<file path="config.mk">
export PLATFORM = sky130hd
export DESIGN_NAME = dhcpv6_reply_validator_unit
export DESIGN_NICKNAME = d
export VERILOG_FILES = /design/src/rtl/dhcp_rv_pkg.sv /design/src/rtl/dhcpv6_reply_validator_unit.sv
export SDC_FILE = /design/constraint.sdc
export NUM_CORES = 1
export LEC_CHECK = 0
export BUFFER_PORTS_ARGS = -buffer_cell sky130_fd_sc_hd__clkbuf_2
export CAP_MARGIN = 0
export CORE_UTILIZATION = 30
export DETAILED_ROUTE_END_ITERATION = 12
export PLACE_DENSITY_LB_ADDON = 0.05
export SYNTH_ARGS = -nofsm -noshare
export SYNTH_HDL_FRONTEND = slang
export SYNTH_SLANG_ARGS = --single-unit
</file>
<file path="constraint.sdc">
create_clock -name clock -period 2.55 [get_ports clock]
set_input_delay 0.255 -clock clock [delete_from_list [all_inputs] [get_ports clock]]
set_output_delay 0.255 -clock clock [all_outputs]
set_load 0.01 [all_outputs]
</file>
<file path="src/rtl/dhcp_rv_pkg.sv">
// ----------------------------------------------------------------------------
// dhcp_rv_pkg
// Shared types and constants for the DHCPv6 reply validator.
// ----------------------------------------------------------------------------
package dhcp_rv_pkg;

   // Fixed header: message type plus 24-bit transaction id
   localparam int HEADER_BYTES = 4;

   // Configuration register indexes
   localparam logic [1:0] CSR_EXPECTED_XID   = 2'd0;
   localparam logic [1:0] CSR_CLIENT_ID_CODE = 2'd1;
   localparam logic [1:0] CSR_SERVER_ID_CODE = 2'd2;

   // Configuration reset values
   localparam logic [23:0] EXPECTED_XID_RESET   = 24'h000000;
   localparam logic [15:0] CLIENT_ID_CODE_RESET = 16'h0001;
   localparam logic [15:0] SERVER_ID_CODE_RESET = 16'h0002;

   // Parse phase
   typedef enum logic [1:0] {
      PHASE_HEADER  = 2'd0,
      PHASE_OPT_HDR = 2'd1,
      PHASE_BODY    = 2'd2
   } phase_type;

   // Verdict codes
   typedef enum logic [2:0] {
      VERDICT_OK         = 3'd0,
      VERDICT_SHORT      = 3'd1,
      VERDICT_XID_BAD    = 3'd2,
      VERDICT_OVERRUN    = 3'd3,
      VERDICT_PARTIAL    = 3'd4,
      VERDICT_NO_CLIENT  = 3'd5,
      VERDICT_NO_SERVER  = 3'd6
   } verdict_type;

endpackage

</file>
<file path="src/rtl/dhcpv6_reply_validator_unit.sv">
// ----------------------------------------------------------------------------
// dhcpv6_reply_validator_unit
// Byte-serial DHCPv6 reply check: transaction id compare, option TLV walk,
// client/server id detection and one verdict per message.
// ----------------------------------------------------------------------------
//
// Channel   Dir  Handshake            Payload
// req_*     in   req_tvalid/tready    tdata: data_byte[7:0]; tlast: last_byte
// rsp_*     out  rsp_tvalid/tready    tdata: is_match[0], verdict[3:1], zeros
// csr_*     in   csr_valid/ready      csr_index[1:0], csr_wdata[23:0]
//
// One byte per cycle unless the input stage stalls. A beat is held in the
// input register, the parse step runs from there into the state and result
// registers; the final beat loads the verdict into the result register.
// Reset is synchronous and active high; it restores register defaults and
// the header phase. The input stage stalls only when it holds a final beat
// while an earlier verdict still waits in the result register.
// ----------------------------------------------------------------------------
module dhcpv6_reply_validator_unit (
   input  logic        clock,
   input  logic        reset,
   // input stream
   input  logic        req_tvalid,
   output logic        req_tready,
   input  logic [7:0]  req_tdata,   // [7:0] data_byte
   input  logic        req_tlast,   // last_byte
   // result stream
   output logic        rsp_tvalid,
   input  logic        rsp_tready,
   output logic [7:0]  rsp_tdata,   // [0] is_match, [3:1] verdict, [7:4] zero
   // configuration writes
   input  logic        csr_valid,
   output logic        csr_ready,
   input  logic [1:0]  csr_index,
   input  logic [23:0] csr_wdata
);

   // configuration registers
   logic [23:0] expected_xid_ff;
   logic [15:0] client_id_code_ff;
   logic [15:0] server_id_code_ff;

   // input register
   logic        in_valid_ff;
   logic [7:0]  in_data_ff;
   logic        in_last_ff;

   // parse state
   logic [1:0]            header_position_ff, header_position_in;
   dhcp_rv_pkg::phase_type parse_phase_ff,    parse_phase_in;
   logic [1:0]            opt_hdr_count_ff,   opt_hdr_count_in;
   logic [15:0]           opt_code_ff,        opt_code_in;
   logic [15:0]           body_remaining_ff,  body_remaining_in;
   logic                  xid_bad_ff,         xid_bad_in;
   logic                  overrun_ff,         overrun_in;
   logic                  seen_client_ff,     seen_client_in;
   logic                  seen_server_ff,     seen_server_in;

   // result register
   logic                    out_valid_ff;
   dhcp_rv_pkg::verdict_type verdict_ff;
   dhcp_rv_pkg::verdict_type verdict_in;

   logic        step_go;
   logic        is_short;
   logic        partial;
   logic [7:0]  want_byte;
   logic [15:0] body_dec;

   // stall a final beat while the result register is still occupied
   assign step_go    = in_valid_ff && !(in_last_ff && out_valid_ff && !rsp_tready);
   assign req_tready = !in_valid_ff || step_go;
   assign csr_ready  = 1'b1;

   assign rsp_tvalid = out_valid_ff;
   assign rsp_tdata  = {4'b0000, verdict_ff,
                        (verdict_ff == dhcp_rv_pkg::VERDICT_OK)};

   assign body_dec = body_remaining_ff - 16'd1;

   // pick the expected transaction id byte for this header position
   always_comb begin
      case (header_position_ff)
         2'd1:    want_byte = expected_xid_ff[23:16];
         2'd2:    want_byte = expected_xid_ff[15:8];
         2'd3:    want_byte = expected_xid_ff[7:0];
         default: want_byte = 8'h00;
      endcase
   end

   // parse step for the held beat
   always_comb begin
      header_position_in = header_position_ff;
      parse_phase_in     = parse_phase_ff;
      opt_hdr_count_in   = opt_hdr_count_ff;
      opt_code_in        = opt_code_ff;
      body_remaining_in  = body_remaining_ff;
      xid_bad_in         = xid_bad_ff;
      overrun_in         = overrun_ff;
      seen_client_in     = seen_client_ff;
      seen_server_in     = seen_server_ff;
      is_short           = 1'b0;
      partial            = 1'b0;

      case (parse_phase_ff)
         dhcp_rv_pkg::PHASE_OPT_HDR: begin
            case (opt_hdr_count_ff)
               2'd0: opt_code_in = {in_data_ff, 8'h00};
               2'd1: opt_code_in = {opt_code_ff[15:8], in_data_ff};
               2'd2: body_remaining_in = {in_data_ff, 8'h00};
               default: begin
                  body_remaining_in = {body_remaining_ff[15:8], in_data_ff};
                  if (opt_code_ff == client_id_code_ff) begin
                     seen_client_in = 1'b1;
                  end else if (opt_code_ff == server_id_code_ff) begin
                     seen_server_in = 1'b1;
                  end
               end
            endcase
            if (opt_hdr_count_ff == 2'd3) begin
               opt_hdr_count_in = 2'd0;
               if (body_remaining_in != 16'd0) begin
                  parse_phase_in = dhcp_rv_pkg::PHASE_BODY;
                  if (in_last_ff) begin
                     overrun_in = 1'b1;
                  end
               end
            end else begin
               opt_hdr_count_in = opt_hdr_count_ff + 2'd1;
               partial          = in_last_ff;
            end
         end
         dhcp_rv_pkg::PHASE_BODY: begin
            body_remaining_in = body_dec;
            if (body_dec == 16'd0) begin
               parse_phase_in = dhcp_rv_pkg::PHASE_OPT_HDR;
            end else if (in_last_ff) begin
               overrun_in = 1'b1;
            end
         end
         default: begin
            // header phase: skip message type, compare transaction id
            if (header_position_ff != 2'd0 && want_byte != in_data_ff) begin
               xid_bad_in = 1'b1;
            end
            if (header_position_ff == 2'(dhcp_rv_pkg::HEADER_BYTES - 1)) begin
               header_position_in = 2'd0;
               parse_phase_in     = dhcp_rv_pkg::PHASE_OPT_HDR;
               opt_hdr_count_in   = 2'd0;
            end else begin
               header_position_in = header_position_ff + 2'd1;
               is_short           = in_last_ff;
            end
         end
      endcase

      // first failing check wins
      if (is_short) begin
         verdict_in = dhcp_rv_pkg::VERDICT_SHORT;
      end else if (xid_bad_in) begin
         verdict_in = dhcp_rv_pkg::VERDICT_XID_BAD;
      end else if (overrun_in) begin
         verdict_in = dhcp_rv_pkg::VERDICT_OVERRUN;
      end else if (partial) begin
         verdict_in = dhcp_rv_pkg::VERDICT_PARTIAL;
      end else if (!seen_client_in) begin
         verdict_in = dhcp_rv_pkg::VERDICT_NO_CLIENT;
      end else if (!seen_server_in) begin
         verdict_in = dhcp_rv_pkg::VERDICT_NO_SERVER;
      end else begin
         verdict_in = dhcp_rv_pkg::VERDICT_OK;
      end
   end

   // configuration writes
   always_ff @(posedge clock) begin
      if (reset) begin
         expected_xid_ff   <= dhcp_rv_pkg::EXPECTED_XID_RESET;
         client_id_code_ff <= dhcp_rv_pkg::CLIENT_ID_CODE_RESET;
         server_id_code_ff <= dhcp_rv_pkg::SERVER_ID_CODE_RESET;
      end else if (csr_valid && csr_ready) begin
         case (csr_index)
            dhcp_rv_pkg::CSR_EXPECTED_XID:   expected_xid_ff   <= csr_wdata;
            dhcp_rv_pkg::CSR_CLIENT_ID_CODE: client_id_code_ff <= csr_wdata[15:0];
            dhcp_rv_pkg::CSR_SERVER_ID_CODE: server_id_code_ff <= csr_wdata[15:0];
            default: ;
         endcase
      end
   end

   // input register: take a beat when empty or whenever the held one moves on
   always_ff @(posedge clock) begin
      if (reset) begin
         in_valid_ff <= 1'b0;
      end else if (req_tready) begin
         in_valid_ff <= req_tvalid;
      end
   end

   always_ff @(posedge clock) begin
      if (req_tready && req_tvalid) begin
         in_data_ff <= req_tdata;
         in_last_ff <= req_tlast;
      end
   end

   // parse state: advance per beat, clear after the final beat
   always_ff @(posedge clock) begin
      if (reset || (step_go && in_last_ff)) begin
         header_position_ff <= 2'd0;
         parse_phase_ff     <= dhcp_rv_pkg::PHASE_HEADER;
         opt_hdr_count_ff   <= 2'd0;
         opt_code_ff        <= 16'h0000;
         body_remaining_ff  <= 16'h0000;
         xid_bad_ff         <= 1'b0;
         overrun_ff         <= 1'b0;
         seen_client_ff     <= 1'b0;
         seen_server_ff     <= 1'b0;
      end else if (step_go) begin
         header_position_ff <= header_position_in;
         parse_phase_ff     <= parse_phase_in;
         opt_hdr_count_ff   <= opt_hdr_count_in;
         opt_code_ff        <= opt_code_in;
         body_remaining_ff  <= body_remaining_in;
         xid_bad_ff         <= xid_bad_in;
         overrun_ff         <= overrun_in;
         seen_client_ff     <= seen_client_in;
         seen_server_ff     <= seen_server_in;
      end
   end

   // result register: load on a final beat, drop when taken
   always_ff @(posedge clock) begin
      if (reset) begin
         out_valid_ff <= 1'b0;
      end else if (step_go && in_last_ff) begin
         out_valid_ff <= 1'b1;
      end else if (rsp_tready) begin
         out_valid_ff <= 1'b0;
      end
   end

   always_ff @(posedge clock) begin
      if (step_go && in_last_ff) begin
         verdict_ff <= verdict_in;
      end
   end

endmodule
</file>
==> run metrics, run 1 <==
final wirelength=approximately 18000 µm; DRT antenna net count=0; I/O Pins=just over 50; CTS tree=done; met3 WL=656 µm; share of the synthesized area in the top cell type=0.348; area delta synth->final=18.3%; setup slack, reg-to-reg=50 ps; fmax=400 MHz; share of cells above drive strength 1=0.181; Worst setup SP type=flip-flop; CP required=2670 ps; DR top layer=met4; Tcrit/Tclk final=0.981; Synth Area per Inst=between 7 and 8 µm²; largest net degree at the start of global routing=59; most used cell along the critical path=or4_4; total die area=19700 µm²; Initial Util=0.306; crit path buf inv count=1; worst-path cell chain=or4_4, or4_4, nand4_1, a2111oi_2, buf_4, o211ai_2, mux2i_2, and4bb_1; gate count of the mapped netlist=719; CP arrival=2620 ps; Core Area=around 19000 µm²; CP endpoint kind=flip-flop; Clock Tree Root=clkbuf_16; fill count=just under 2000; DRT Pass-1 Iters=5; # port buffers=45; synthesized cell area=5750 µm²; WS Path Type=flip-flop to flip-flop; initial antenna violation count=0; CP delay by family, top=simple AND/OR/NAND/NOR gates; synth unique cells=60; initial drt markers=around 280; Ys Warns=0; status=finished clean; slowest CP cell=or4_4; synthesized flop and latch total=approximately 110; clk_skew=just over 8 ps; critical path peak fanout=5; final setup fails=0; vias in the first global route=5035; Leakage Power=2.56 nW; Overflow after GRT=0; DRC=0; top_reg_cell synth=dfxtp_1; maximum root-to-sink buffer count=2; number of synthesized flops with an enable pin=12; Hold WC Path Type=primary input to flip-flop; Die W=140 µm; placer congestion estimate=0.845; Routed met1 length=~8000 µm; Skew-Pair Late Insertion Delay=370 ps; first-pass GRT wire length=28300 µm; max-cap viol count=0; TritonCTS Buffers=9; Synth async-reset ratio=0; area of the multi-input gates=3150 µm²; Reg clk slew, reported paths=approximately 80 ps; vias per cell=5.20; Clock H-tree levels=3; unrepaired setup endpoints after global routing=true; worst hold slack=63.2 ps; sequential fraction of the synthesis area=0.411; # diodes=0; VDD IR-drop max=slightly below 0.0003 V; Final HPWL DP=13000 µm; dominant cell type by area after synthesis=dfxtp_1; CP peak stage delay=580 ps; GR Util All Layers=0.188; minimum clock period=2500 ps; PwrDens=523 nW/µm²; Reg area=2370 µm²; final net count=828; die height=140 µm; slew at the pin closest to its max-slew limit=809 ps; # rows=50; CTS sink cnt=112; Final Hold Viols=0; drt wl/cell=17.8 µm; met2 wire length=8670 µm; Core Util, Final=0.362; routed via count=5258; Slew HR=0.461; max-slew violation count=0; ranking of synthesized cells by area=dfxtp_1 (35%), nand2_1 (8.7%), a21oi_1 (8.1%), edfxtp_1 (6.3%), nor2_1 (3.7%)
-- routing by layer --
layer | vias up | track usage
met1 | 2474 | 0.235
met4 | 0 | 0.0873
li1 | 2616 | -
met5 | - | 0
met3 | 39 | 0.0362
met2 | 129 | 0.314
-- report_power, final --
| part | internal, mW | switching (mW) | total [mW] | leakage [nW] |
|---|---|---|---|---|
| combinational | 0.0990 | 0.170 | 0.269 | 1.49 |
| sequential | 1.82 | 0.0322 | 1.85 | 0.926 |
| clock | 0.690 | 0.746 | 1.44 | 0.142 |
| total | 2.61 | 0.948 | 3.56 | 2.56 |
-- cell usage after synthesis, drive strengths merged, types with 10 or more instances --
| master | n |
|---|---|
| edfxtp | 12 |
| a31oi | 10 |
| inv | 17 |
| clkbuf | 48 |
| a22oi | 13 |
| dfxtp | 100 |
| xnor2 | 20 |
| buf | 10 |
| xor2 | 20 |
| a21oi | 93 |
| ha | 14 |
| nor2 | 56 |
| o21ai | 29 |
| nor4 | 10 |
| nor3 | 10 |
| nand2 | 133 |
-- logic make-up after synthesis --
logic type | Yosys count | synth area share
flops | 112 | 0.411
simple gates | 289 | 0.242
buf+inv | 75 | 0.0527
xor+xnor | 40 | 0.0610
mux | 2 | 0.00370
other cells | 2 | 0.00131
compound gates | 185 | 0.198
fa+ha+maj | 14 | 0.0305
-- metrics by stage --
| stage | setup slack [ps] | instance area [µm²] | total power, mW | cells | TNS [ps] |
|---|---|---|---|---|---|
| finish | 49.3 | 6800 | 3.56 | 1012 | 0 |
| global placement | 23.0 | 6410 | 2.16 | 992 | 0 |
| floorplan | 215 | 5760 | 2.04 | 722 | 0 |
| CTS | 0.489 | 6720 | 3.61 | 1009 | 0 |
| detailed placement | -8.76 | 6410 | 2.16 | 992 | -8.76 |
| global route | -12.6 | 6800 | 3.70 | 1012 | -22.0 |
-- worst register-to-register path: cells and delay by family (launching register included) --
kind	cells	cell delay, ps
buffers and inverters	1	160
AND/OR/NAND/NOR	4	1380
multiplexers	1	120
AO/OA/AOI/OAI	2	240
flip-flops	1	350
-- state kept, by name (all words and copies together), names as in the netlist, 2 cells and up --
name	cells
header_position_ff	2
expected_xid_ff	24
opt_code_ff	16
opt_hdr_count_ff	2
parse_phase_ff	2
verdict_ff	3
server_id_code_ff	16
body_remaining_ff	16
client_id_code_ff	16
in_data_ff	8
-- cell usage in the layout, fill, tap and decap left out, types with 8 or more instances in the layout --
cell / netlist / final
o21ai_0: 27 / 25
a31oi_1: 10 / 10
dfxtp_1: 100 / 96
a222oi_1: 8 / 8
buf_4: 5 / 54
nor2_1: 56 / 55
a21oi_1: 93 / 93
nand4_1: 9 / 9
or3_1: 9 / 9
xnor2_1: 20 / 20
nor4_1: 9 / 8
nor3_1: 9 / 9
xor2_1: 20 / 20
nand3_1: 8 / 8
nand2_1: 133 / 133
a22oi_1: 13 / 13
edfxtp_1: 12 / 12
clkbuf_16: 0 / 9
nor3b_1: 9 / 8
ha_1: 14 / 10
inv_1: 17 / 17
clkbuf_2: 0 / 45
-- area by class of cell --
type | count | share of cell area
multi-input cells | 535 | 0.464
flip-flops and latches | 112 | 0.349
repair buffers | 99 | 0.0927
well taps | 234 | 0.0431
clock buffers | 9 | 0.0331
inverters | 17 | 0.00939
clock inverters | 6 | 0.00920
-- worst paths after layout --
path	start	endpoint	depth (start not counted)
setup / recovery	body_remaining_ff[3]$_SDFFE_PP0P_	verdict_ff[2]$_SDFFCE_PP0P_	8
hold / removal	req_tdata[3]	in_data_ff[3]$_DFFE_PP_	1
setup reg to reg	body_remaining_ff[3]$_SDFFE_PP0P_	verdict_ff[2]$_SDFFCE_PP0P_	8
hold reg to reg	expected_xid_ff[0]$_SDFFE_PP0P_	expected_xid_ff[0]$_SDFFE_PP0P_	2
-- what timing repair did --
action                     4_1_cts  5_1_grt
cloned                           0        0
hold buffers                     0        0
setup endpoints to repair        3        6
gates resized for setup          1       18
buffers inserted                 2        3
pin swaps                        2        5
Power figures use the tool's default switching activity.
==> run 2: changes to the inputs <==
- ABC_CLOCK_PERIOD_IN_PS: not set -> 2550
- RECOVER_POWER: not set -> 25
- SKIP_CTS_REPAIR_TIMING: not set -> 1
==> run metrics, run 2 (synthesis results as in run 1) <==
total die area=19700 µm² (unchanged); largest net degree at the start of global routing=59 (unchanged); WS Path Type=flip-flop to flip-flop (unchanged); drt wl/cell=17.8 µm (about the same); # port buffers=45 (unchanged); Largest register FFs=24 (unchanged); worst-path cell chain=or4_4, or4_4, nand4_1, a2111oi_2, buf_4, o211ai_2, mux2i_2, and4bb_1 (unchanged); slew at the pin closest to its max-slew limit=812 ps (was 809 ps); Clock Tree Root=clkbuf_16 (unchanged); Worst setup SP type=flip-flop (unchanged); commonest non-fill, non-tap cell in the layout=nand2_1 (unchanged); Finished Layout Cells=1011 (was 1012); die height=140 µm (unchanged); clk_skew=7.24 ps (was 8.14 ps); initial drt markers=279 (was 275); Reg2Reg Capture Point=verdict_ff[2]$_SDFFCE_PP0P_ (unchanged); GR Util All Layers=0.188 (about the same); VDD IR-drop max=0.000298 V (about the same); I/O Pins=51 (unchanged); CP delay by family, top=simple AND/OR/NAND/NOR gates (unchanged); Overall Power=3.55 mW (was 3.56 mW); DRT antenna net count=0 (unchanged); dpl ws=-8.76 ps (unchanged); commonest non-fill, non-tap cells in the layout=nand2_1 (133), dfxtp_1 (96), a21oi_1 (93) (unchanged); Overflow after GRT=0 (unchanged); Setup TNS=0 ps (unchanged); Die W=140 µm (unchanged); placed cells=992 (unchanged); RR Startpoint=body_remaining_ff[3]$_SDFFE_PP0P_ (unchanged); minimum clock period=2500 ps (about the same); Slew HR=0.459 (was 0.461); CP arrival=2620 ps (about the same); TritonCTS Buffers=9 (unchanged); cells on worst reg2reg path=8 (unchanged); Tcrit/Tclk final=0.981 (about the same); Skew-Pair Late Insertion Delay=360 ps (was 370 ps); # diodes=0 (unchanged); vias in the first global route=5026 (was 5035); most used cell along the critical path=or4_4 (unchanged); final worst slack=47.5 ps (was 49.3 ps); Final Hold Viols=0 (unchanged); final net count=827 (was 828); DRT Pass-1 Iters=7 (was 5); DRC=0 (unchanged); hold wc startpoint=req_tdata[3] (unchanged); Reg clk slew, reported paths=80 ps (about the same); fmax=400 MHz (about the same); status=finished clean (unchanged); final setup fails=0 (unchanged); CTS sink cnt=112 (unchanged); first-pass GRT wire length=28200 µm (was 28300 µm); maximum root-to-sink buffer count=2 (unchanged); CP endpoint kind=flip-flop (unchanged); Hold WC Path Type=primary input to flip-flop (unchanged); crit path buf inv count=1 (unchanged); setup slack, reg-to-reg=50 ps (about the same); vias per cell=5.15 (was 5.20); area delta synth->final=18.1% (was 18.3%); share of cells above drive strength 1=0.175 (was 0.181); initial antenna violation count=0 (unchanged); max-slew violation count=0 (unchanged); CP required=2670 ps (about the same); fill count=1984 (was 1986); Initial Util=0.306 (unchanged); Core Area=18800 µm² (unchanged); Leakage Power=2.55 nW (was 2.56 nW); routed via count=5203 (was 5258); hold depth=1 (unchanged); Worst Hold Path EP=in_data_ff[3]$_DFFE_PP_ (unchanged); CTS tree=done (unchanged); PwrDens=523 nW/µm² (about the same); slowest CP cell=or4_4 (unchanged); placer congestion estimate=0.845 (unchanged); critical path peak fanout=5 (unchanged); Clock H-tree levels=3 (unchanged); final wirelength=18000 µm (about the same); CP peak stage delay=580 ps (about the same); Reg with most FFs=expected_xid_ff (unchanged); Reg area=2370 µm² (about the same); max-cap viol count=0 (unchanged); # rows=50 (unchanged); Final HPWL DP=13000 µm (unchanged); worst hold slack=63.5 ps (was 63.2 ps); area of the multi-input gates=3150 µm² (unchanged)
==> run 2: area by class of cell <==
class                   count  share of cell area
clock buffers               9              0.0332
clock inverters             6             0.00922
inverters                  17             0.00940
multi-input cells         535               0.465
flip-flops and latches    112               0.349
well taps                 234              0.0431
repair buffers             98              0.0913
==> run 2: per-layer routing <==
layer	part of all wire	wire [µm]	GRT usage	up-vias
met3	0.035	637	0.0362	35
met4	0.036	647	0.0873	0
li1	-	-	-	2619
met2	0.48	8670	0.313	110
met5	0	0	0	-
met1	0.45	8040	0.234	2439
==> run 2: metrics by stage <==
| stage | util | instance area [µm²] |
|---|---|---|
| floorplan | - | 5760 |
| global placement | 0.342 | 6410 |
| detailed placement | 0.342 | 6410 |
| CTS | 0.357 | 6700 |
| global route | 0.362 | 6790 |
| finish | 0.362 | 6790 |
==> run 2: report_power, final <==
group | total (mW) | internal, mW | switching [mW]
Combinational | 0.266 | 0.0969 | 0.169
Clock | 1.43 | 0.689 | 0.742
Sequential | 1.85 | 1.82 | 0.0321
==> run 2: worst max-delay path by stage <==
stage	start	to	slack [ps]	cells after the start
2_1_floorplan	header_position_ff[0]$_SDFFE_PP0P_	verdict_ff[2]$_SDFFCE_PP0P_	220	10
3_3_place_gp	body_remaining_ff[0]$_SDFFE_PP0P_	verdict_ff[1]$_SDFFCE_PP0P_	20	10
3_5_place_dp	header_position_ff[0]$_SDFFE_PP0P_	verdict_ff[1]$_SDFFCE_PP0P_	-9	9
4_1_cts	header_position_ff[0]$_SDFFE_PP0P_	verdict_ff[1]$_SDFFCE_PP0P_	-40	9
5_1_grt	header_position_ff[0]$_SDFFE_PP0P_	verdict_ff[1]$_SDFFCE_PP0P_	-2	10
6_report	body_remaining_ff[3]$_SDFFE_PP0P_	verdict_ff[2]$_SDFFCE_PP0P_	50	8
==> run 3: changes to the inputs <==
- BUFFER_PORTS_ARGS: -buffer_cell sky130_fd_sc_hd__clkbuf_2 -> not set
- CORE_UTILIZATION: 30 -> 64
- DONT_BUFFER_PORTS: not set -> 1
- PLACE_DENSITY: not set -> 0.8
- PLACE_DENSITY_LB_ADDON: 0.05 -> not set
==> run metrics, run 3 (synthesis results as in run 1) <==
worst hold slack=-0.232 ps (was 63.5 ps); Sw Share=0.269 (was 0.266); # port buffers=0 (was 45); vias in the first global route=5101 (was 5026); VDD IR-drop max=0.000350 V (was 0.000298 V); CP delay by family, top=compound AO/OA/AOI/OAI gates (was simple AND/OR/NAND/NOR gates); CTS tree=done (unchanged); cells on worst reg2reg path=9 (was 8); met2 wire length=8060 µm (was 8670 µm); design area=6490 µm² (was 6790 µm²); Core Area=8720 µm² (was 18800 µm²); CP arrival=2650 ps (was 2620 ps); Reg with most FFs=expected_xid_ff (unchanged); GR Util All Layers=0.327 (was 0.188); final worst slack=30.4 ps (was 47.5 ps); Overall Power=3.15 mW (was 3.55 mW); Clock Tree Root=clkbuf_8 (was clkbuf_16); Slew HR=0.489 (was 0.459); Reg clk slew, reported paths=120 ps (was 80 ps); worst setup path start=opt_hdr_count_ff[1]$_SDFFE_PP0P_ (was body_remaining_ff[3]$_SDFFE_PP0P_); Largest register FFs=24 (unchanged); placer congestion estimate=0.897 (was 0.845); worst-path cell chain=inv_1, ha_1, or2_2, a22oi_1, nand4_1, o2111ai_2, o211ai_4, mux2i_2, a31oi_1 (was or4_4, or4_4, nand4_1, a2111oi_2, buf_4, o211ai_2, mux2i_2, and4bb_1); total die area=9360 µm² (was 19700 µm²); CP endpoint=verdict_ff[1]$_SDFFCE_PP0P_ (was verdict_ff[2]$_SDFFCE_PP0P_); clk_skew=11.2 ps (was 7.24 ps); final net count=794 (was 827); DP Area=5940 µm² (was 6410 µm²); DRC=0 (unchanged); Worst setup SP type=flip-flop (unchanged); Core Util, Final=0.744 (was 0.362); commonest non-fill, non-tap cell in the layout=nand2_1 (unchanged); vias per cell=6.42 (was 5.15); minimum clock period=2520 ps (was 2500 ps); Reg power frac=0.589 (was 0.522); # rows=34 (was 50); drt wl/cell=18.9 µm (was 17.8 µm); first-pass GRT wire length=24800 µm (was 28200 µm); CP endpoint kind=flip-flop (unchanged); clock network power share=0.333 (was 0.403); initial drt markers=407 (was 279); final wirelength=16100 µm (was 18000 µm); critical path peak fanout=4 (was 5); Routed met1 length=6210 µm (was 8040 µm); number of stages on the worst setup path=9 (was 8); Overflow after GRT=0 (unchanged); CP required=2680 ps (was 2670 ps); sw power=848 µW (was 943 µW); initial antenna violation count=0 (unchanged); RR Startpoint=opt_hdr_count_ff[1]$_SDFFE_PP0P_ (was body_remaining_ff[3]$_SDFFE_PP0P_); Initial Util=0.659 (was 0.306); # diodes=0 (unchanged); slew at the pin closest to its max-slew limit=767 ps (was 812 ps); Final Hold Viols=1 (was 0); hold wc startpoint=csr_wdata[14] (was req_tdata[3]); CTS sink cnt=112 (unchanged); WS Path Type=flip-flop to flip-flop (unchanged); Clock H-tree levels=3 (unchanged); die height=96.8 µm (was 140 µm); Skew-Pair Late Insertion Delay=370 ps (was 360 ps); Hold WC Path Type=primary input to flip-flop (unchanged); largest net degree at the start of global routing=61 (was 59); area delta synth->final=12.9% (was 18.1%); Leakage Power=2.38 nW (was 2.55 nW); TritonCTS Buffers=9 (unchanged); DRT Pass-1 Iters=6 (was 7); max-cap viol count=0 (unchanged); Int Pwr=2.30 mW (was 2.61 mW); slowest CP cell=dfxtp_1 (was or4_4); fmax=397 MHz (was 400 MHz); DR top layer=met4 (unchanged); Final HPWL DP=10900 µm (was 13000 µm); commonest non-fill, non-tap cells in the layout=nand2_1 (133), a21oi_1 (93), dfxtp_1 (91) (was nand2_1 (133), dfxtp_1 (96), a21oi_1 (93)); crit path buf inv count=1 (unchanged); status=finished with violations (was finished clean); I/O Pins=51 (unchanged); met3 WL=1130 µm (was 637 µm); dpl ws=-10.2 ps (was -8.76 ps); final setup fails=0 (unchanged); routed via count=5466 (was 5203); share of cells above drive strength 1=0.122 (was 0.175); violated checks=hold timing; unrepaired setup endpoints after global routing=true; CP peak stage delay=390 ps (was 580 ps); max-slew violation count=0 (unchanged); PwrDens=485 nW/µm² (was 523 nW/µm²); Reg2Reg Capture Point=verdict_ff[1]$_SDFFCE_PP0P_ (was verdict_ff[2]$_SDFFCE_PP0P_); DRT antenna net count=0 (unchanged); maximum root-to-sink buffer count=2 (unchanged); Tcrit/Tclk final=0.988 (was 0.981); Logic pwr share=0.077 (was 0.075); setup slack, reg-to-reg=30 ps (was 50 ps); Die W=96.8 µm (was 140 µm)
-- run 3: cell count changes in the layout (fill, tap and decap cells not counted), sizes merged --
cell / delta
clkbuf: -45
dlygate4sd3: +21
buf: -9
clkinv: +1
inv: -1
-- run 3: stage by stage --
stage / hold WS [ps] / TNS, ps / instances
6_report: -0.232 / 0 / 852
5_1_grt: -0.686 / -249 / 852
4_1_cts: -69.5 / -123 / 824
3_5_place_dp: 336 / -13.7 / 809
3_3_place_gp: 328 / 0 / 809
2_1_floorplan: 354 / 0 / 722
-- run 3: layout make-up --
| cell class | count | area (µm²) |
|---|---|---|
| inverter | 17 | 63.8 |
| multi-input combinational | 535 | 3170 |
| fill | 607 | 2230 |
| clock inverter | 6 | 62.6 |
| sequential | 112 | 2380 |
| tap | 108 | 135 |
| timing repair buffer | 65 | 561 |
| clock buffer | 9 | 124 |
-- run 3: how the worst min path moves through the flow --
stage	depth (start not counted)	end	slack (ps)
final	2	expected_xid_ff[14]$_SDFFE_PP0P_	-0.2
after global routing	2	server_id_code_ff[11]$_SDFFE_PP0P_	-0.7
after CTS	1	expected_xid_ff[0]$_SDFFE_PP0P_	-70
after detailed placement	1	in_valid_ff$_SDFFE_PP0N_	340
after global placement	1	in_valid_ff$_SDFFE_PP0N_	330
after floorplan	0	in_data_ff[0]$_DFFE_PP_	350
-- run 3: power groups by stage --
stage               logic, mW  clock network [mW]  registers [mW]
detailed placement      0.189                   0            1.90
finish                  0.244                1.05            1.86
global placement        0.182                   0            1.89
global route            0.263                1.11            1.86
floorplan               0.153                   0            1.89
CTS                     0.190                1.04            1.86
-- run 3: worst reg2reg max path, delay by kind of cell (launching register included) --
kind,cells,cell delay (ps)
and+or+nand+nor,2,530
AOI/OAI and AO/OA,4,800
buffers and inverters,1,100
DFF,1,390
adders and majority gates,1,220
muxes,1,210
-- run 3: layer usage --
metal,vias to the layer above,track usage
li1,2548,-
met1,2601,0.388
met2,259,0.550
met3,58,0.0701
met4,0,0.185
met5,-,0
